## config.mk

```make
export PLATFORM = sky130hd
export DESIGN_NAME = nearest_neighbor_scaler_unit
export DESIGN_NICKNAME = d
export VERILOG_FILES = /design/src/hw/rtl/nns_pkg.sv /design/src/hw/rtl/nns_div.sv /design/src/hw/rtl/nns_dp.sv /design/src/hw/rtl/nns_ctrl.sv /design/src/hw/rtl/nearest_neighbor_scaler_unit.sv
export SDC_FILE = /design/constraint.sdc
export NUM_CORES = 1
export LEC_CHECK = 0
export ABC_CLOCK_PERIOD_IN_PS = 6390
export BUFFER_PORTS_ARGS = -buffer_cell sky130_fd_sc_hd__buf_4
export CORE_MARGIN = 8
export CORE_UTILIZATION = 62
export DETAILED_ROUTE_END_ITERATION = 7
export PLACE_DENSITY = 0.92
export SYNTH_ARGS = -nofsm -noshare
export SYNTH_HDL_FRONTEND = slang
export SYNTH_SLANG_ARGS = --single-unit
```

## constraint.sdc

```tcl
create_clock -name clk -period 6.39 [get_ports clk]
set_input_delay 0.639 -clock clk [delete_from_list [all_inputs] [get_ports clk]]
set_output_delay 0.639 -clock clk [all_outputs]
set_load 0.01 [all_outputs]
```

## src/hw/rtl/nns_pkg.sv

```systemverilog
// Shared types, constants and helper functions of the nearest neighbor scaler.
// No dependencies; used by every module of the block.
`default_nettype none

package nns_pkg;

  // Field and register widths
  localparam int unsigned DIM_W      = 13;
  localparam int unsigned POS_W      = 12;
  localparam int unsigned PIX_W      = 32;
  localparam int unsigned CNT_W      = 4;
  localparam int unsigned STEP_W     = 3;
  localparam int unsigned CFG_IDX_W  = 8;
  localparam int unsigned OUT_DATA_W = 2 * POS_W + PIX_W;

  // Size limits
  localparam logic [DIM_W-1:0] MAX_DIM   = 13'd4096;
  localparam logic [CNT_W-1:0] MAX_SCALE = 4'd8;

  // Divider: one quotient bit a cycle
  localparam int unsigned DIV_BITS  = DIM_W;
  localparam int unsigned DIV_CNT_W = 4;

  // Register indexes
  localparam logic [CFG_IDX_W-1:0] REG_SRC_WIDTH  = 8'd0;
  localparam logic [CFG_IDX_W-1:0] REG_SRC_HEIGHT = 8'd1;
  localparam logic [CFG_IDX_W-1:0] REG_DST_WIDTH  = 8'd2;
  localparam logic [CFG_IDX_W-1:0] REG_DST_HEIGHT = 8'd3;
  localparam logic [CFG_IDX_W-1:0] NUM_REGS       = 8'd4;

  // Controller to datapath commands
  typedef struct packed {
    logic cfg_write;
    logic restart;
    logic div_start;
    logic load_terms;
    logic take_pixel;
    logic load_out;
    logic advance;
  } cmd_t;

  // Datapath to controller status
  typedef struct packed {
    logic div_busy;
    logic active;
    logic cfg_hit;
    logic at_last;
    logic slot_free;
  } status_t;

  // Sizes above the limit count as the limit
  function automatic logic [DIM_W-1:0] eff_dim(input logic [DIM_W-1:0] v);
    return (v > MAX_DIM) ? MAX_DIM : v;
  endfunction

  // Copies per axis: ceil of the ratio, saturated
  function automatic logic [CNT_W-1:0] copies(input logic [DIM_W-1:0] q,
                                              input logic r_nz);
    logic [DIM_W:0] n;
    n = {1'b0, q} + {{DIM_W{1'b0}}, r_nz};
    return (n > {{(DIM_W+1-CNT_W){1'b0}}, MAX_SCALE}) ? MAX_SCALE : n[CNT_W-1:0];
  endfunction

endpackage

`default_nettype wire

```

## src/hw/rtl/nns_div.sv

```systemverilog
// Restoring divider, one quotient bit per cycle, for the scale ratios.
// Depends on nns_pkg.
`default_nettype none

module nns_div (
  input  wire logic                      clk,
  input  wire logic                      rst,
  input  wire logic                      start,
  input  wire logic [nns_pkg::DIM_W-1:0] dividend,
  input  wire logic [nns_pkg::DIM_W-1:0] divisor,
  output logic                           busy,
  output logic [nns_pkg::DIM_W-1:0]      quotient,
  output logic [nns_pkg::DIM_W-1:0]      remainder
);

  logic [nns_pkg::DIV_CNT_W-1:0] count;
  logic [nns_pkg::DIM_W-1:0]     dvs;
  logic [nns_pkg::DIM_W:0]       shifted;
  logic [nns_pkg::DIM_W:0]       diff;
  logic [nns_pkg::DIM_W-1:0]     rem_next;
  logic [nns_pkg::DIM_W-1:0]     quo_next;

  // One restoring step
  always_comb begin
    shifted = {remainder, quotient[nns_pkg::DIM_W-1]};
    diff    = shifted - {1'b0, dvs};
    if (shifted >= {1'b0, dvs}) begin
      rem_next = diff[nns_pkg::DIM_W-1:0];
      quo_next = {quotient[nns_pkg::DIM_W-2:0], 1'b1};
    end else begin
      rem_next = shifted[nns_pkg::DIM_W-1:0];
      quo_next = {quotient[nns_pkg::DIM_W-2:0], 1'b0};
    end
  end

  // Control: busy and step count
  always_ff @(posedge clk) begin
    if (rst) begin
      busy  <= 1'b0;
      count <= '0;
    end else if (start) begin
      busy  <= 1'b1;
      count <= nns_pkg::DIV_CNT_W'(nns_pkg::DIV_BITS);
    end else if (busy) begin
      count <= count - nns_pkg::DIV_CNT_W'(1);
      if (count == nns_pkg::DIV_CNT_W'(1)) begin
        busy <= 1'b0;
      end
    end
  end

  // Operands and partial results
  always_ff @(posedge clk) begin
    if (start) begin
      dvs       <= divisor;
      quotient  <= dividend;
      remainder <= '0;
    end else if (busy) begin
      quotient  <= quo_next;
      remainder <= rem_next;
    end
  end

endmodule

`default_nettype wire

```

## src/hw/rtl/nns_dp.sv

```systemverilog
// Datapath: size registers, ratio dividers, raster accumulators, copy
// counters and the output word register. Depends on nns_pkg and nns_div.
`default_nettype none

module nns_dp (
  input  wire logic                           clk,
  input  wire logic                           rst,
  input  wire nns_pkg::cmd_t                  cmd,
  output nns_pkg::status_t                    status,
  input  wire logic [nns_pkg::CFG_IDX_W-1:0]  cfg_index,
  input  wire logic [nns_pkg::DIM_W-1:0]      cfg_data,
  input  wire logic [nns_pkg::PIX_W-1:0]      s_tdata,
  input  wire logic                           m_tready,
  output logic                                m_tvalid,
  output logic [nns_pkg::OUT_DATA_W-1:0]      m_tdata,
  output logic                                m_tlast,
  output logic                                m_tuser
);

  // Size registers
  logic [nns_pkg::DIM_W-1:0] src_width, src_height, dst_width, dst_height;
  logic [nns_pkg::DIM_W-1:0] sw, sh, dw, dh;

  // Ratio terms
  logic                      div_x_busy, div_y_busy;
  logic [nns_pkg::DIM_W-1:0] qx, rx, qy, ry;
  logic [nns_pkg::CNT_W-1:0] nx, ny;
  logic                      active;

  // Raster position and exact start accumulators
  logic [nns_pkg::POS_W-1:0] src_col, src_row;
  logic [nns_pkg::POS_W-1:0] col_base, col_remainder;
  logic [nns_pkg::POS_W-1:0] row_base, row_remainder;

  // Current pixel and copy counters
  logic [nns_pkg::PIX_W-1:0]  pixel;
  logic [nns_pkg::STEP_W-1:0] ox, oy;

  logic [nns_pkg::DIM_W-1:0] col_inc, row_inc;
  logic                      col_wrap, row_wrap, last_pixel;
  logic [nns_pkg::DIM_W-1:0] col_rem_sum, row_rem_sum;
  logic                      col_carry, row_carry;
  logic                      x_end, y_end, at_last;
  logic                      out_valid;

  assign sw = nns_pkg::eff_dim(src_width);
  assign sh = nns_pkg::eff_dim(src_height);
  assign dw = nns_pkg::eff_dim(dst_width);
  assign dh = nns_pkg::eff_dim(dst_height);

  // Configuration writes; reset sizes are 1x1 to 1x1
  always_ff @(posedge clk) begin
    if (rst) begin
      src_width  <= nns_pkg::DIM_W'(1);
      src_height <= nns_pkg::DIM_W'(1);
      dst_width  <= nns_pkg::DIM_W'(1);
      dst_height <= nns_pkg::DIM_W'(1);
    end else if (cmd.cfg_write) begin
      unique case (cfg_index)
        nns_pkg::REG_SRC_WIDTH:  src_width  <= cfg_data;
        nns_pkg::REG_SRC_HEIGHT: src_height <= cfg_data;
        nns_pkg::REG_DST_WIDTH:  dst_width  <= cfg_data;
        nns_pkg::REG_DST_HEIGHT: dst_height <= cfg_data;
        default: ;
      endcase
    end
  end

  // Ratio dividers, dst / src per axis
  nns_div u_div_x (
    .clk       (clk),
    .rst       (rst),
    .start     (cmd.div_start),
    .dividend  (dw),
    .divisor   (sw),
    .busy      (div_x_busy),
    .quotient  (qx),
    .remainder (rx)
  );

  nns_div u_div_y (
    .clk       (clk),
    .rst       (rst),
    .start     (cmd.div_start),
    .dividend  (dh),
    .divisor   (sh),
    .busy      (div_y_busy),
    .quotient  (qy),
    .remainder (ry)
  );

  // Copy counts and enable, latched once the dividers finish
  always_ff @(posedge clk) begin
    if (rst) begin
      active <= 1'b0;
      nx     <= '0;
      ny     <= '0;
    end else if (cmd.restart) begin
      active <= 1'b0;
    end else if (cmd.load_terms) begin
      active <= (sw != '0) && (sh != '0) && (dw != '0) && (dh != '0);
      nx     <= nns_pkg::copies(qx, rx != '0);
      ny     <= nns_pkg::copies(qy, ry != '0);
    end
  end

  // Accumulator step arithmetic
  always_comb begin
    col_inc     = {1'b0, src_col} + nns_pkg::DIM_W'(1);
    row_inc     = {1'b0, src_row} + nns_pkg::DIM_W'(1);
    col_wrap    = (col_inc >= sw);
    row_wrap    = (row_inc >= sh);
    last_pixel  = (col_inc == sw) && (row_inc == sh);
    col_rem_sum = {1'b0, col_remainder} + {1'b0, rx[nns_pkg::POS_W-1:0]};
    row_rem_sum = {1'b0, row_remainder} + {1'b0, ry[nns_pkg::POS_W-1:0]};
    col_carry   = (col_rem_sum >= sw);
    row_carry   = (row_rem_sum >= sh);
  end

  // Raster position and start accumulators
  always_ff @(posedge clk) begin
    if (rst || cmd.restart) begin
      src_col       <= '0;
      src_row       <= '0;
      col_base      <= '0;
      col_remainder <= '0;
      row_base      <= '0;
      row_remainder <= '0;
    end else if (cmd.advance) begin
      if (col_wrap) begin
        src_col       <= '0;
        col_base      <= '0;
        col_remainder <= '0;
        if (row_wrap) begin
          src_row       <= '0;
          row_base      <= '0;
          row_remainder <= '0;
        end else begin
          src_row  <= row_inc[nns_pkg::POS_W-1:0];
          row_base <= row_base + qy[nns_pkg::POS_W-1:0]
                      + {{(nns_pkg::POS_W-1){1'b0}}, row_carry};
          row_remainder <= row_carry ? nns_pkg::POS_W'(row_rem_sum - sh)
                                     : row_rem_sum[nns_pkg::POS_W-1:0];
        end
      end else begin
        src_col  <= col_inc[nns_pkg::POS_W-1:0];
        col_base <= col_base + qx[nns_pkg::POS_W-1:0]
                    + {{(nns_pkg::POS_W-1){1'b0}}, col_carry};
        col_remainder <= col_carry ? nns_pkg::POS_W'(col_rem_sum - sw)
                                   : col_rem_sum[nns_pkg::POS_W-1:0];
      end
    end
  end

  // Copy counters, columns inner
  assign x_end   = ({1'b0, ox} == nx - nns_pkg::CNT_W'(1));
  assign y_end   = ({1'b0, oy} == ny - nns_pkg::CNT_W'(1));
  assign at_last = x_end && y_end;

  always_ff @(posedge clk) begin
    if (rst) begin
      ox <= '0;
      oy <= '0;
    end else if (cmd.take_pixel) begin
      ox <= '0;
      oy <= '0;
    end else if (cmd.load_out) begin
      if (x_end) begin
        ox <= '0;
        oy <= oy + nns_pkg::STEP_W'(1);
      end else begin
        ox <= ox + nns_pkg::STEP_W'(1);
      end
    end
  end

  // Latched source pixel
  always_ff @(posedge clk) begin
    if (cmd.take_pixel) begin
      pixel <= s_tdata;
    end
  end

  // Output word register
  always_ff @(posedge clk) begin
    if (rst) begin
      out_valid <= 1'b0;
    end else if (cmd.load_out) begin
      out_valid <= 1'b1;
    end else if (m_tready) begin
      out_valid <= 1'b0;
    end
  end

  always_ff @(posedge clk) begin
    if (cmd.load_out) begin
      m_tdata <= {pixel,
                  row_base + {{(nns_pkg::POS_W-nns_pkg::STEP_W){1'b0}}, oy},
                  col_base + {{(nns_pkg::POS_W-nns_pkg::STEP_W){1'b0}}, ox}};
      m_tlast <= at_last;
      m_tuser <= at_last && last_pixel;
    end
  end

  assign m_tvalid = out_valid;

  // Status to the controller
  always_comb begin
    status.div_busy  = div_x_busy || div_y_busy;
    status.active    = active;
    status.cfg_hit   = (cfg_index < nns_pkg::NUM_REGS);
    status.at_last   = at_last;
    status.slot_free = !out_valid || m_tready;
  end

endmodule

`default_nettype wire

```

## src/hw/rtl/nns_ctrl.sv

```systemverilog
// Controller: ratio computation after reset or a size change, then one
// source pixel at a time expanded into its destination words. Uses nns_pkg.
`default_nettype none

module nns_ctrl (
  input  wire logic              clk,
  input  wire logic              rst,
  input  wire logic              s_tvalid,
  output logic                   s_tready,
  input  wire logic              cfg_valid,
  output logic                   cfg_ready,
  input  wire nns_pkg::status_t  status,
  output nns_pkg::cmd_t          cmd
);

  typedef enum logic [1:0] {
    ST_START,
    ST_DIV,
    ST_IDLE,
    ST_EMIT
  } state_t;

  state_t state, state_next;
  logic   in_accept, cfg_accept;

  // Handshakes and commands
  always_comb begin
    cfg_ready  = (state == ST_IDLE);
    cfg_accept = cfg_valid && cfg_ready;
    s_tready   = ((state == ST_IDLE) && !cfg_valid)
              || ((state == ST_EMIT) && status.at_last && status.slot_free);
    in_accept  = s_tvalid && s_tready;

    cmd.cfg_write  = cfg_accept;
    cmd.restart    = (state == ST_START);
    cmd.div_start  = (state == ST_START);
    cmd.load_terms = (state == ST_DIV) && !status.div_busy;
    cmd.take_pixel = in_accept && status.active;
    cmd.load_out   = (state == ST_EMIT) && status.slot_free;
    cmd.advance    = cmd.load_out && status.at_last;
  end

  // Next state
  always_comb begin
    state_next = state;
    unique case (state)
      ST_START: state_next = ST_DIV;
      ST_DIV: begin
        if (!status.div_busy) state_next = ST_IDLE;
      end
      ST_IDLE: begin
        if (cfg_accept && status.cfg_hit) state_next = ST_START;
        else if (cmd.take_pixel)          state_next = ST_EMIT;
      end
      ST_EMIT: begin
        if (cmd.advance) state_next = cmd.take_pixel ? ST_EMIT : ST_IDLE;
      end
      default: state_next = ST_START;
    endcase
  end

  always_ff @(posedge clk) begin
    if (rst) begin
      state <= ST_START;
    end else begin
      state <= state_next;
    end
  end

endmodule

`default_nettype wire

```

## src/hw/rtl/nearest_neighbor_scaler_unit.sv

```systemverilog
// Top level of the nearest neighbor scaler: controller plus datapath.
// Depends on nns_pkg, nns_ctrl, nns_dp (and nns_div below it).
//
// Channel  Dir  Handshake            Payload
// s_*      in   s_tvalid/s_tready    s_tdata: pixel_value
// m_*      out  m_tvalid/m_tready    m_tdata: dest_x, dest_y, out_pixel;
//                                    m_tlast: run_last; m_tuser: frame_last
// cfg_*    in   cfg_valid/cfg_ready  cfg_index: register, cfg_data: value
//
// A source pixel is expanded into nx*ny destination words, one word per cycle
// while m_tready does not stall; the next pixel is taken in the cycle its
// predecessor's last word is loaded. With any size zero a pixel is taken and
// dropped. After reset and after each write to a size register the two ratio
// dividers run with s_tready low; cfg_ready is high only when idle.
// A stall on m_tready holds the output word and the expansion behind it.
`default_nettype none

module nearest_neighbor_scaler_unit (
  input  wire logic                              clk,
  input  wire logic                              rst,
  input  wire logic                              s_tvalid,
  output logic                                   s_tready,
  input  wire logic [nns_pkg::PIX_W-1:0]         s_tdata,   // [31:0] pixel_value
  output logic                                   m_tvalid,
  input  wire logic                              m_tready,
  // [11:0] dest_x, [23:12] dest_y, [55:24] out_pixel
  output logic [nns_pkg::OUT_DATA_W-1:0]         m_tdata,
  output logic                                   m_tlast,   // run_last
  output logic                                   m_tuser,   // [0] frame_last
  input  wire logic                              cfg_valid,
  output logic                                   cfg_ready,
  input  wire logic [nns_pkg::CFG_IDX_W-1:0]     cfg_index,
  input  wire logic [nns_pkg::DIM_W-1:0]         cfg_data
);

  nns_pkg::cmd_t    cmd;
  nns_pkg::status_t status;

  nns_ctrl u_ctrl (
    .clk       (clk),
    .rst       (rst),
    .s_tvalid  (s_tvalid),
    .s_tready  (s_tready),
    .cfg_valid (cfg_valid),
    .cfg_ready (cfg_ready),
    .status    (status),
    .cmd       (cmd)
  );

  nns_dp u_dp (
    .clk       (clk),
    .rst       (rst),
    .cmd       (cmd),
    .status    (status),
    .cfg_index (cfg_index),
    .cfg_data  (cfg_data),
    .s_tdata   (s_tdata),
    .m_tready  (m_tready),
    .m_tvalid  (m_tvalid),
    .m_tdata   (m_tdata),
    .m_tlast   (m_tlast),
    .m_tuser   (m_tuser)
  );

endmodule

`default_nettype wire

```

==> flow_summary.yaml, run 1 <==
floorplanning:
  ios: 119
  initial_utilization: 0.6316
  fp.dieW_um: 187.5
  die_area_mm2: 0.03514
  core_area_mm2: 0.02886
  die_h_um: 187.5
  rows: 62
worst_setup_path:
  cp_max_fo: 13
  critPathLaunchType: "flop"
  cp.required_ns: 6.84
  worstSetupPathType: "reg2reg"
  end_kind: "flop"
  crit_arrival_ns: 6.24
timing:
  maxSlewViolCount: 0
  max_freq_mhz: 172.5
  setup_tns_ns: 0
  rsz0062_at_grt: "false"
  finalHoldViolations: 0
  setup_violations: 0
  min_period_ns: 5.798
  whs_ns: 0.2809
  finClkSkew_ns: 0.02002
  setup_slack_ns: 0.5924
  slew_headroom: 0.1675
  tightest_slew_ns: 1.249
  period_share: 0.9073
routing:
  vias: 15350
  vias_per_cell: 6.333
  dr.pass1.iters: 6
  wl_per_cell_um: 20.06
  post-route-drc-count: 0
  wl_um: 48620
  antenna_left: 0
  drt_iter0_markers: 1550
job:
  maxCapViolCount: 0
cts:
  post_cts_buffers: 0
  cts_inserted_buffers: 34
  cts_sinks: 320
  cts_resized: 0
  root_buffer: "clkbuf_16"
  hold_buffers: 0
  clock_latency_ns: 0.53
  cts.path.max_buffers: 3
  htree_levels: 2
  path_clk_slew_ns: 0.06
  cts_tree: "yes"
finish:
  area_delta_synth_final_pct: 12.49
  final_layout_size_suffix_gt1_frac: 0.09657
  diodes: 0
  fin_nets: 2226
  final_cells: 2424
power:
  ir_drop_mv: 0.1982
  p_leak_nw: 8.672
  power_density_mw_per_mm2: 311.7
synthesis:
  synth_seq_cells: 320
  syn_area_per_cell_um2: 9.543
  mappedNetlistArea_mm2: 0.01823
  yosys_warnings: 0
  synth-seq-area-share: 0.4295
  ys_types: 78
  synth_cells: 1910
  synth-main-ff-cell: "dfxtp_1"
  synth_edf_count: 142
  syn_nets: 2122
  synth-async-reset-ratio: 0
global_routing:
  grt_usage: 0.2668
  grt_pass1_wl_um: 77330
  grt_max_degree: 74
  grt_pass1_vias: 14810
  antenna_found_initial: 2
  grt_overflow: 0
status:
  status: "completed"
placed_design:
  dp.cells: 2362
  gp_congestion: 0.8906
  io_buffers: 118
  post-place-ws_ns: 0.5424
  dp_hpwl_um: 34700
min_path:
  worstHoldPathType: "in2reg"
[power breakdown]
part           switching, mW  total, mW  internal (mW)
clock network          0.816       1.83           1.01
logic                   1.23       2.12          0.884
registers              0.153       2.44           2.29
[stage by stage]
step / utilization / total power [mW] / cell area, µm²
CTS: 0.7102 / 6.343 / 20490
global route: 0.7105 / 6.695 / 20500
finish: 0.7105 / 6.390 / 20500
global placement: 0.6747 / 4.443 / 19470
detailed placement: 0.6747 / 4.521 / 19470
floorplan: - / 3.998 / 18230
[sequential cells by signal, summed over array words and instances, names as in the netlist, 13 cells and up]
signal / count
u_dp.u_div_y.quotient: 13
u_dp.u_div_x.remainder: 13
u_dp.m_tdata: 56
u_dp.src_height: 13
u_dp.dst_height: 13
u_dp.u_div_y.remainder: 13
u_dp.src_width: 13
u_dp.dst_width: 13
u_dp.u_div_y.dvs: 13
u_dp.pixel: 32
u_dp.u_div_x.quotient: 13
u_dp.u_div_x.dvs: 13
[cells in the mapped netlist, types with 27 or more instances]
master | n | area, µm²
o21ai_1 | 49 | 245.2
inv_1 | 102 | 382.9
dfxtp_1 | 178 | 3563
nand3_1 | 50 | 250.2
o21ai_0 | 53 | 265.3
xnor2_1 | 69 | 604.3
a21oi_1 | 124 | 620.6
edfxtp_1 | 142 | 4264
nor2_1 | 178 | 668.1
nor3_1 | 36 | 180.2
nand2_1 | 171 | 641.9
mux2i_1 | 76 | 760.7
nor2b_1 | 27 | 168.9
nand2b_1 | 34 | 212.7
clkbuf_1 | 53 | 198.9
a21o_1 | 31 | 232.7
o21a_1 | 27 | 202.7
xor2_1 | 47 | 411.6
ha_1 | 142 | 1777
[cell type report]
| cell class | count | area, µm² |
|---|---|---|
| clock inverter | 17 | 121.4 |
| fill | 1961 | 8354 |
| tap | 384 | 480.5 |
| sequential | 320 | 7828 |
| inverter | 103 | 386.6 |
| timing repair buffer | 131 | 983.4 |
| clock buffer | 45 | 902.1 |
| multi-input combinational | 1424 | 9802 |
[worst paths after layout]
kind / startpoint / endpoint / cells past startpoint / slack, ns
worst min-delay path: s_tdata[2] / u_dp.pixel[2] / 1 / 0.28
worst min register to register: u_dp.pixel[8] / u_dp.m_tdata[32] / 0 / 0.42
worst max-delay path: u_dp.u_div_y.remainder[0] / u_dp.row_base[11] / 22 / 0.59
worst max register to register: u_dp.u_div_y.remainder[0] / u_dp.row_base[11] / 22 / 0.59
[per-layer routing]
metal	vias up	routed length, µm	global-route usage
met5	-	26	0
met4	4	1767	0.09576
met3	131	4660	0.06022
met2	783	22170	0.4368
met1	7306	19990	0.3424
li1	7127	-	-
[layout by cell type (no fill, tap or decap), drive strengths merged, types with 14 or more instances in the layout]
cell,synthesis,routed
ha,142,142
a22oi,24,24
dfxtp,178,178
nand2b,34,34
nor2b,27,27
nand2,172,172
nand4,17,17
edfxtp,142,142
a31oi,15,15
a22o,24,24
a211oi,15,15
clkinv,0,14
a21o,31,31
buf,10,131
inv,103,105
o21ai,102,102
or3,19,19
mux2i,76,76
xor2,47,47
xnor2,69,69
and3,15,15
clkbuf,53,45
nor3,37,37
nand3,50,50
nor4,24,24
nor2,179,179
a21oi,124,124
nand3b,24,24
o21a,27,27
[critical path, stage by stage, from the launching register on]
cell and delay, ns:
dfxtp_1 0.37, ha_1 0.25, fa_1 0.42, a21oi_1 0.25
o221ai_1 0.21, a31o_2 0.26, a21oi_1 0.24, xnor2_1 0.18
ha_1 0.32, a21o_1 0.18, a211oi_1 0.31, o21ai_0 0.16
o21a_1 0.19, buf_4 0.19, inv_1 0.18, fa_1 0.25
nor2b_1 0.07, o31ai_1 0.42, a21oi_1 0.15, or3_1 0.41
nor3b_1 0.16, or3_1 0.37, a31oi_1 0.16
[cell families (layout without fill, tap and decap cells)]
kind of cell               Yosys count  after routing  synth area share
xor gates and xnor gates           116            116           0.05574
and+or+nand+nor                    635            635            0.1694
adders and majority gates          154            154            0.1107
buffers and inverters              166            296           0.03460
DFF                                320            320            0.4295
AOI/OAI and AO/OA                  438            438            0.1554
muxes                               81             81           0.04483
Note: power is estimated with default switching activity, not from simulation.
==> inputs of run 2 (changes only) <==
- REMOVE_ABC_BUFFERS: default -> 1
==> run 2 against run 1 <==
Net effect: final area up 0.73%; maximum frequency down 4.6%; die area unchanged; largest cell class unchanged; critical path type unchanged.
==> flow_summary.yaml, run 2 (same netlist as run 1, synthesis figures left out) <==
min_path:
  worstHoldPathType: "in2reg"
cts:
  cts_inserted_buffers: 34
  cts_resized: 0
  htree_levels: 2
  hold_buffers: 0
  path_clk_slew_ns: 0.06
  post_cts_buffers: 0
  cts.path.max_buffers: 3
  cts_sinks: 320
  cts_tree: "yes"
  root_buffer: "clkbuf_16"
  clock_latency_ns: 0.55
power:
  p_leak_nw: 8.739
  ir_drop_mv: 0.2707
  power_density_mw_per_mm2: 319.2
finish:
  mostFrequentLayoutCells: "dfxtp_1 (178), nor2_1 (177), nand2_1 (171)"
  design_area_mm2: 0.02065
  reg.largest.list: "u_dp.m_tdata (56), u_dp.pixel (32)"
  largest_reg_flops: 56
  regMostFlops: "u_dp.m_tdata"
  mostFrequentLayoutCell: "dfxtp_1"
  area_delta_synth_final_pct: 13.32
  final_layout_size_suffix_gt1_frac: 0.09946
  fin_nets: 2227
global_routing:
  grt_overflow: 0
  grt_pass1_vias: 15400
  grt_max_degree: 74
  grt_usage: 0.2722
  grt_pass1_wl_um: 78930
  antenna_found_initial: 1
routing:
  wl_per_cell_um: 20.43
  wl_um: 49560
  vias_per_cell: 6.376
  antenna_left: 0
  drt_iter0_markers: 1717
  dr.pass1.iters: 8
  vias: 15470
  post-route-drc-count: 0
floorplanning:
  initial_utilization: 0.6316
  core_area_mm2: 0.02886
  fp.dieW_um: 187.5
  die_area_mm2: 0.03514
  die_h_um: 187.5
  rows: 62
  ios: 119
timing:
  setup_tns_ns: 0
  slew_headroom: 0.2538
  setup_violations: 0
  max_freq_mhz: 164.6
  finClkSkew_ns: 0.02748
  whs_ns: 0.2679
  tightest_slew_ns: 1.118
  min_period_ns: 6.075
  maxSlewViolCount: 0
  period_share: 0.9507
  rsz0062_at_grt: "false"
  finalHoldViolations: 0
worst_setup_path:
  cp.required_ns: 6.80
  end_kind: "flop"
  critPathLaunchType: "flop"
  crit_arrival_ns: 6.49
  worstSetupPathType: "reg2reg"
  cp_max_fo: 10
placed_design:
  io_buffers: 118
  dpl_cell_area_mm2: 0.01948
  gp_congestion: 0.9462
  dp_hpwl_um: 35250
status:
  status: "completed"
job:
  maxCapViolCount: 0
[run 2: cell types whose count changed in the layout (fill, tap and decap cells not counted), moves of 2 or more]
cell | previous run | this run
bufinv_16 | 0 | 3
clkbuf_16 | 34 | 36
clkbuf_8 | 1 | 3
clkinv_1 | 6 | 2
clkinv_2 | 7 | 5
inv_16 | 2 | 0
[run 2: final cells by class]
cell class | count | area [µm²]
antenna | 1 | 2.502
sequential | 320 | 7828
fill | 1909 | 8204
inverter | 103 | 386.6
tap | 384 | 480.5
clock buffer | 48 | 975.9
clock inverter | 14 | 197.7
multi-input combinational | 1424 | 9792
timing repair buffer | 132 | 991.0
[run 2: where the power goes]
part           leakage, nW  switching (mW)  internal, mW
registers             2.83           0.146          2.29
logic                 5.34            1.22         0.881
clock network        0.569           0.848          1.21
total                 8.74            2.22          4.38
[run 2: stage by stage]
stage	total power, mW	worst slack [ns]	cells	utilization
3_3_place_gp	4.437	0.7013	2363	0.6749
3_5_place_dp	4.519	0.4785	2363	0.6749
4_1_cts	6.557	0.4495	2425	0.7156
6_report	6.592	0.3151	2426	0.7157
2_1_floorplan	3.968	-1.436	1847	-
5_1_grt	6.892	0.04054	2426	0.7157
[run 2: routing by layer]
metal	share of wire	wire length, µm	up-vias	track usage
li1	-	-	7130	-
met1	0.37	18500	7348	0.3113
met2	0.49	24110	772	0.4722
met3	0.082	4067	217	0.05015
met4	0.058	2889	0	0.1567
met5	0	0	-	0
[run 2: final timing paths]
path / start / endpoint / slack, ns / cells after the start
max: u_dp.u_div_x.remainder[0] / u_dp.col_base[10] / 0.32 / 24
min: s_tdata[21] / u_dp.pixel[21] / 0.27 / 1
max reg2reg: u_dp.u_div_x.remainder[0] / u_dp.col_base[10] / 0.32 / 24
min reg2reg: u_dp.pixel[4] / u_dp.m_tdata[28] / 0.42 / 0
[run 2: critical path: stages, from the launching register on]
cell and delay [ns]:
dfxtp_1 0.33, ha_1 0.23, fa_1 0.41, a21o_1 0.19, a221oi_1 0.42, a21oi_1 0.23, mux2i_1 0.16, nor2_1 0.17
inv_1 0.06, ha_1 0.44, o21a_1 0.17, o21a_1 0.12, o21ai_0 0.12, nor2b_1 0.22, nor2_2 0.47, inv_1 0.25
fa_1 0.45, fa_1 0.42, nor2b_1 0.14, o21ai_1 0.09, a21oi_1 0.24, o41a_1 0.23, nor2_1 0.06, a311oi_1 0.26
o21ai_1 0.08
==> inputs of run 3 (changes only) <==
- CELL_PAD_IN_SITES_DETAIL_PLACEMENT: default -> 0
- CELL_PAD_IN_SITES_GLOBAL_PLACEMENT: default -> 2
- CORE_UTILIZATION: 62 -> 35
- PLACE_DENSITY: 0.92 -> 0.84
==> run 3 against run 2 <==
Net effect: register-to-register slack better by 0.42 ns; total power increased by 1.2%; final area is 2.1% higher; sequential power barely moved; combinational power about the same; wire length about the same; critical path depth stayed put; critical path type unchanged; critical endpoint unchanged; largest power group unchanged.
==> flow_summary.yaml, run 3 (same netlist as run 1, synthesis figures left out) <==
status:
  status: "completed"
timing:
  rsz0062_at_grt: "false"
  maxSlewViolCount: 0
  max_freq_mhz: 176.9
  slew_headroom: 0.2424
  whs_ns: 0.2777
  tightest_slew_ns: 1.134
  finalHoldViolations: 0
  min_period_ns: 5.653
  finClkSkew_ns: 0.02364
  period_share: 0.8847
  setup_tns_ns: 0
  setup_violations: 0
cts:
  htree_levels: 2
  cts_tree: "yes"
  root_buffer: "clkbuf_16"
  cts_sinks: 320
  cts_resized: 0
  cts_inserted_buffers: 37
  clock_latency_ns: 0.53
  path_clk_slew_ns: 0.06
  hold_buffers: 0
  cts.path.max_buffers: 3
  post_cts_buffers: 0
floorplanning:
  die_area_mm2: 0.05963
  core_area_mm2: 0.05141
  rows: 83
  fp.dieW_um: 244.2
  initial_utilization: 0.3546
  die_h_um: 244.2
  ios: 119
power:
  switchingPower_mw: 2.207
  comb_power_share: 0.312
  p_leak_nw: 8.777
  ir_drop_mv: 0.1461
  power_density_mw_per_mm2: 316.3
  swShare: 0.3308
  clkPwrFrac: 0.322
  p_int_mw: 4.465
  pwr-share-seq: 0.365
routing:
  vias_per_cell: 5.271
  antenna_left: 0
  vias: 14380
  wl_um: 49540
  wl_per_cell_um: 18.15
  post-route-drc-count: 0
  drt_iter0_markers: 769
  dr.pass1.iters: 5
placed_design:
  dpl_cell_area_mm2: 0.01988
  dp.cells: 2663
  dp_hpwl_um: 36450
  gp_congestion: 0.8249
  io_buffers: 118
worst_setup_path:
  r2r-end: "u_dp.col_base[10]"
  worstSetupPathType: "reg2reg"
  reg2reg_from: "u_dp.col_remainder[0]"
  r2r_slack_ns: 0.74
  crit_arrival_ns: 6.07
  end_kind: "flop"
  ff2ff_path_depth: 24
  critPathLaunchType: "flop"
  cp.required_ns: 6.80
  cp_max_fo: 9
global_routing:
  grt_max_degree: 74
  grt_pass1_vias: 14240
  grt_pass1_wl_um: 78950
  grt_overflow: 0
  grt_usage: 0.1623
  antenna_found_initial: 1
finish:
  design_area_mm2: 0.02110
  diodes: 0
  final_cells: 2729
  fin_util: 0.4104
  mostFrequentLayoutCells: "nor2_1 (178), dfxtp_1 (178), nand2_1 (171)"
  reg.largest.list: "u_dp.m_tdata (56), u_dp.pixel (32)"
  regMostFlops: "u_dp.m_tdata"
  fin_nets: 2234
  largest_reg_flops: 56
  final_layout_size_suffix_gt1_frac: 0.1015
  area_delta_synth_final_pct: 15.74
job:
  maxCapViolCount: 0
min_path:
  min_from: "s_tdata[14]"
  worstHoldPathType: "in2reg"
  min_to: "u_dp.pixel[14]"
  worstHoldPathCells: 1
[run 3: worst max-delay path by stage]
stage                                   start           endpoint  slack (ns)  depth (start not counted)
detailed placement  u_dp.u_div_x.remainder[0]   u_dp.col_base[8]        0.73                         24
finish                  u_dp.col_remainder[0]  u_dp.col_base[10]        0.74                         24
global route            u_dp.col_remainder[0]  u_dp.col_base[10]        0.24                         24
CTS                 u_dp.u_div_x.remainder[0]   u_dp.col_base[8]        0.72                         24
global placement    u_dp.u_div_x.remainder[0]   u_dp.col_base[8]        0.88                         24
floorplan                            m_tready         u_dp.oy[0]       -1.44                          6
[run 3: final cells by class]
| cell class | count | area (µm²) |
|---|---|---|
| Fill cell | 5123 | 30310 |
| Multi-Input combinational cell | 1424 | 9789 |
| Sequential cell | 320 | 7828 |
| Clock buffer | 49 | 1022 |
| Timing Repair Buffer | 136 | 1021 |
| Tap cell | 680 | 850.8 |
| Inverter | 103 | 386.6 |
| Clock inverter | 17 | 197.7 |
[run 3: through the flow]
stage	worst slack, ns	total power [mW]
2_1_floorplan	-1.436	3.968
3_3_place_gp	0.8786	4.555
3_5_place_dp	0.7333	4.569
4_1_cts	0.7151	6.757
5_1_grt	0.2428	7.077
6_report	0.7367	6.672
[run 3: metal layers]
layer | up-vias | wire length (µm) | global-route usage
met5 | - | 12 | 0
met4 | 2 | 1123 | 0.04118
met3 | 85 | 2035 | 0.02431
met2 | 275 | 23340 | 0.2737
met1 | 6890 | 23030 | 0.2163
li1 | 7132 | - | -
[run 3: worst max-delay path, stage by stage (launching register included)]
cell	delay (ns)
dfxtp_1	0.31
ha_1	0.23
fa_1	0.42
a21o_1	0.20
a221oi_1	0.40
a21oi_1	0.23
mux2i_1	0.16
nor2_1	0.16
inv_1	0.06
ha_1	0.39
nand2_1	0.13
nand2b_1	0.07
a2111oi_0	0.54
o21a_1	0.29
nor2_2	0.06
inv_1	0.15
fa_1	0.25
fa_1	0.23
nor2b_1	0.06
o21ai_1	0.16
a21oi_1	0.11
o41a_1	0.42
o21a_1	0.20
a311oi_1	0.23
o21ai_1	0.09
[run 3: power groups by stage]
stage | logic [mW] | clock network, mW | registers [mW]
2_1_floorplan | 1.54 | 0 | 2.43
3_3_place_gp | 2.08 | 0 | 2.48
3_5_place_dp | 2.09 | 0 | 2.48
4_1_cts | 2.10 | 2.22 | 2.44
5_1_grt | 2.33 | 2.29 | 2.46
6_report | 2.08 | 2.15 | 2.44
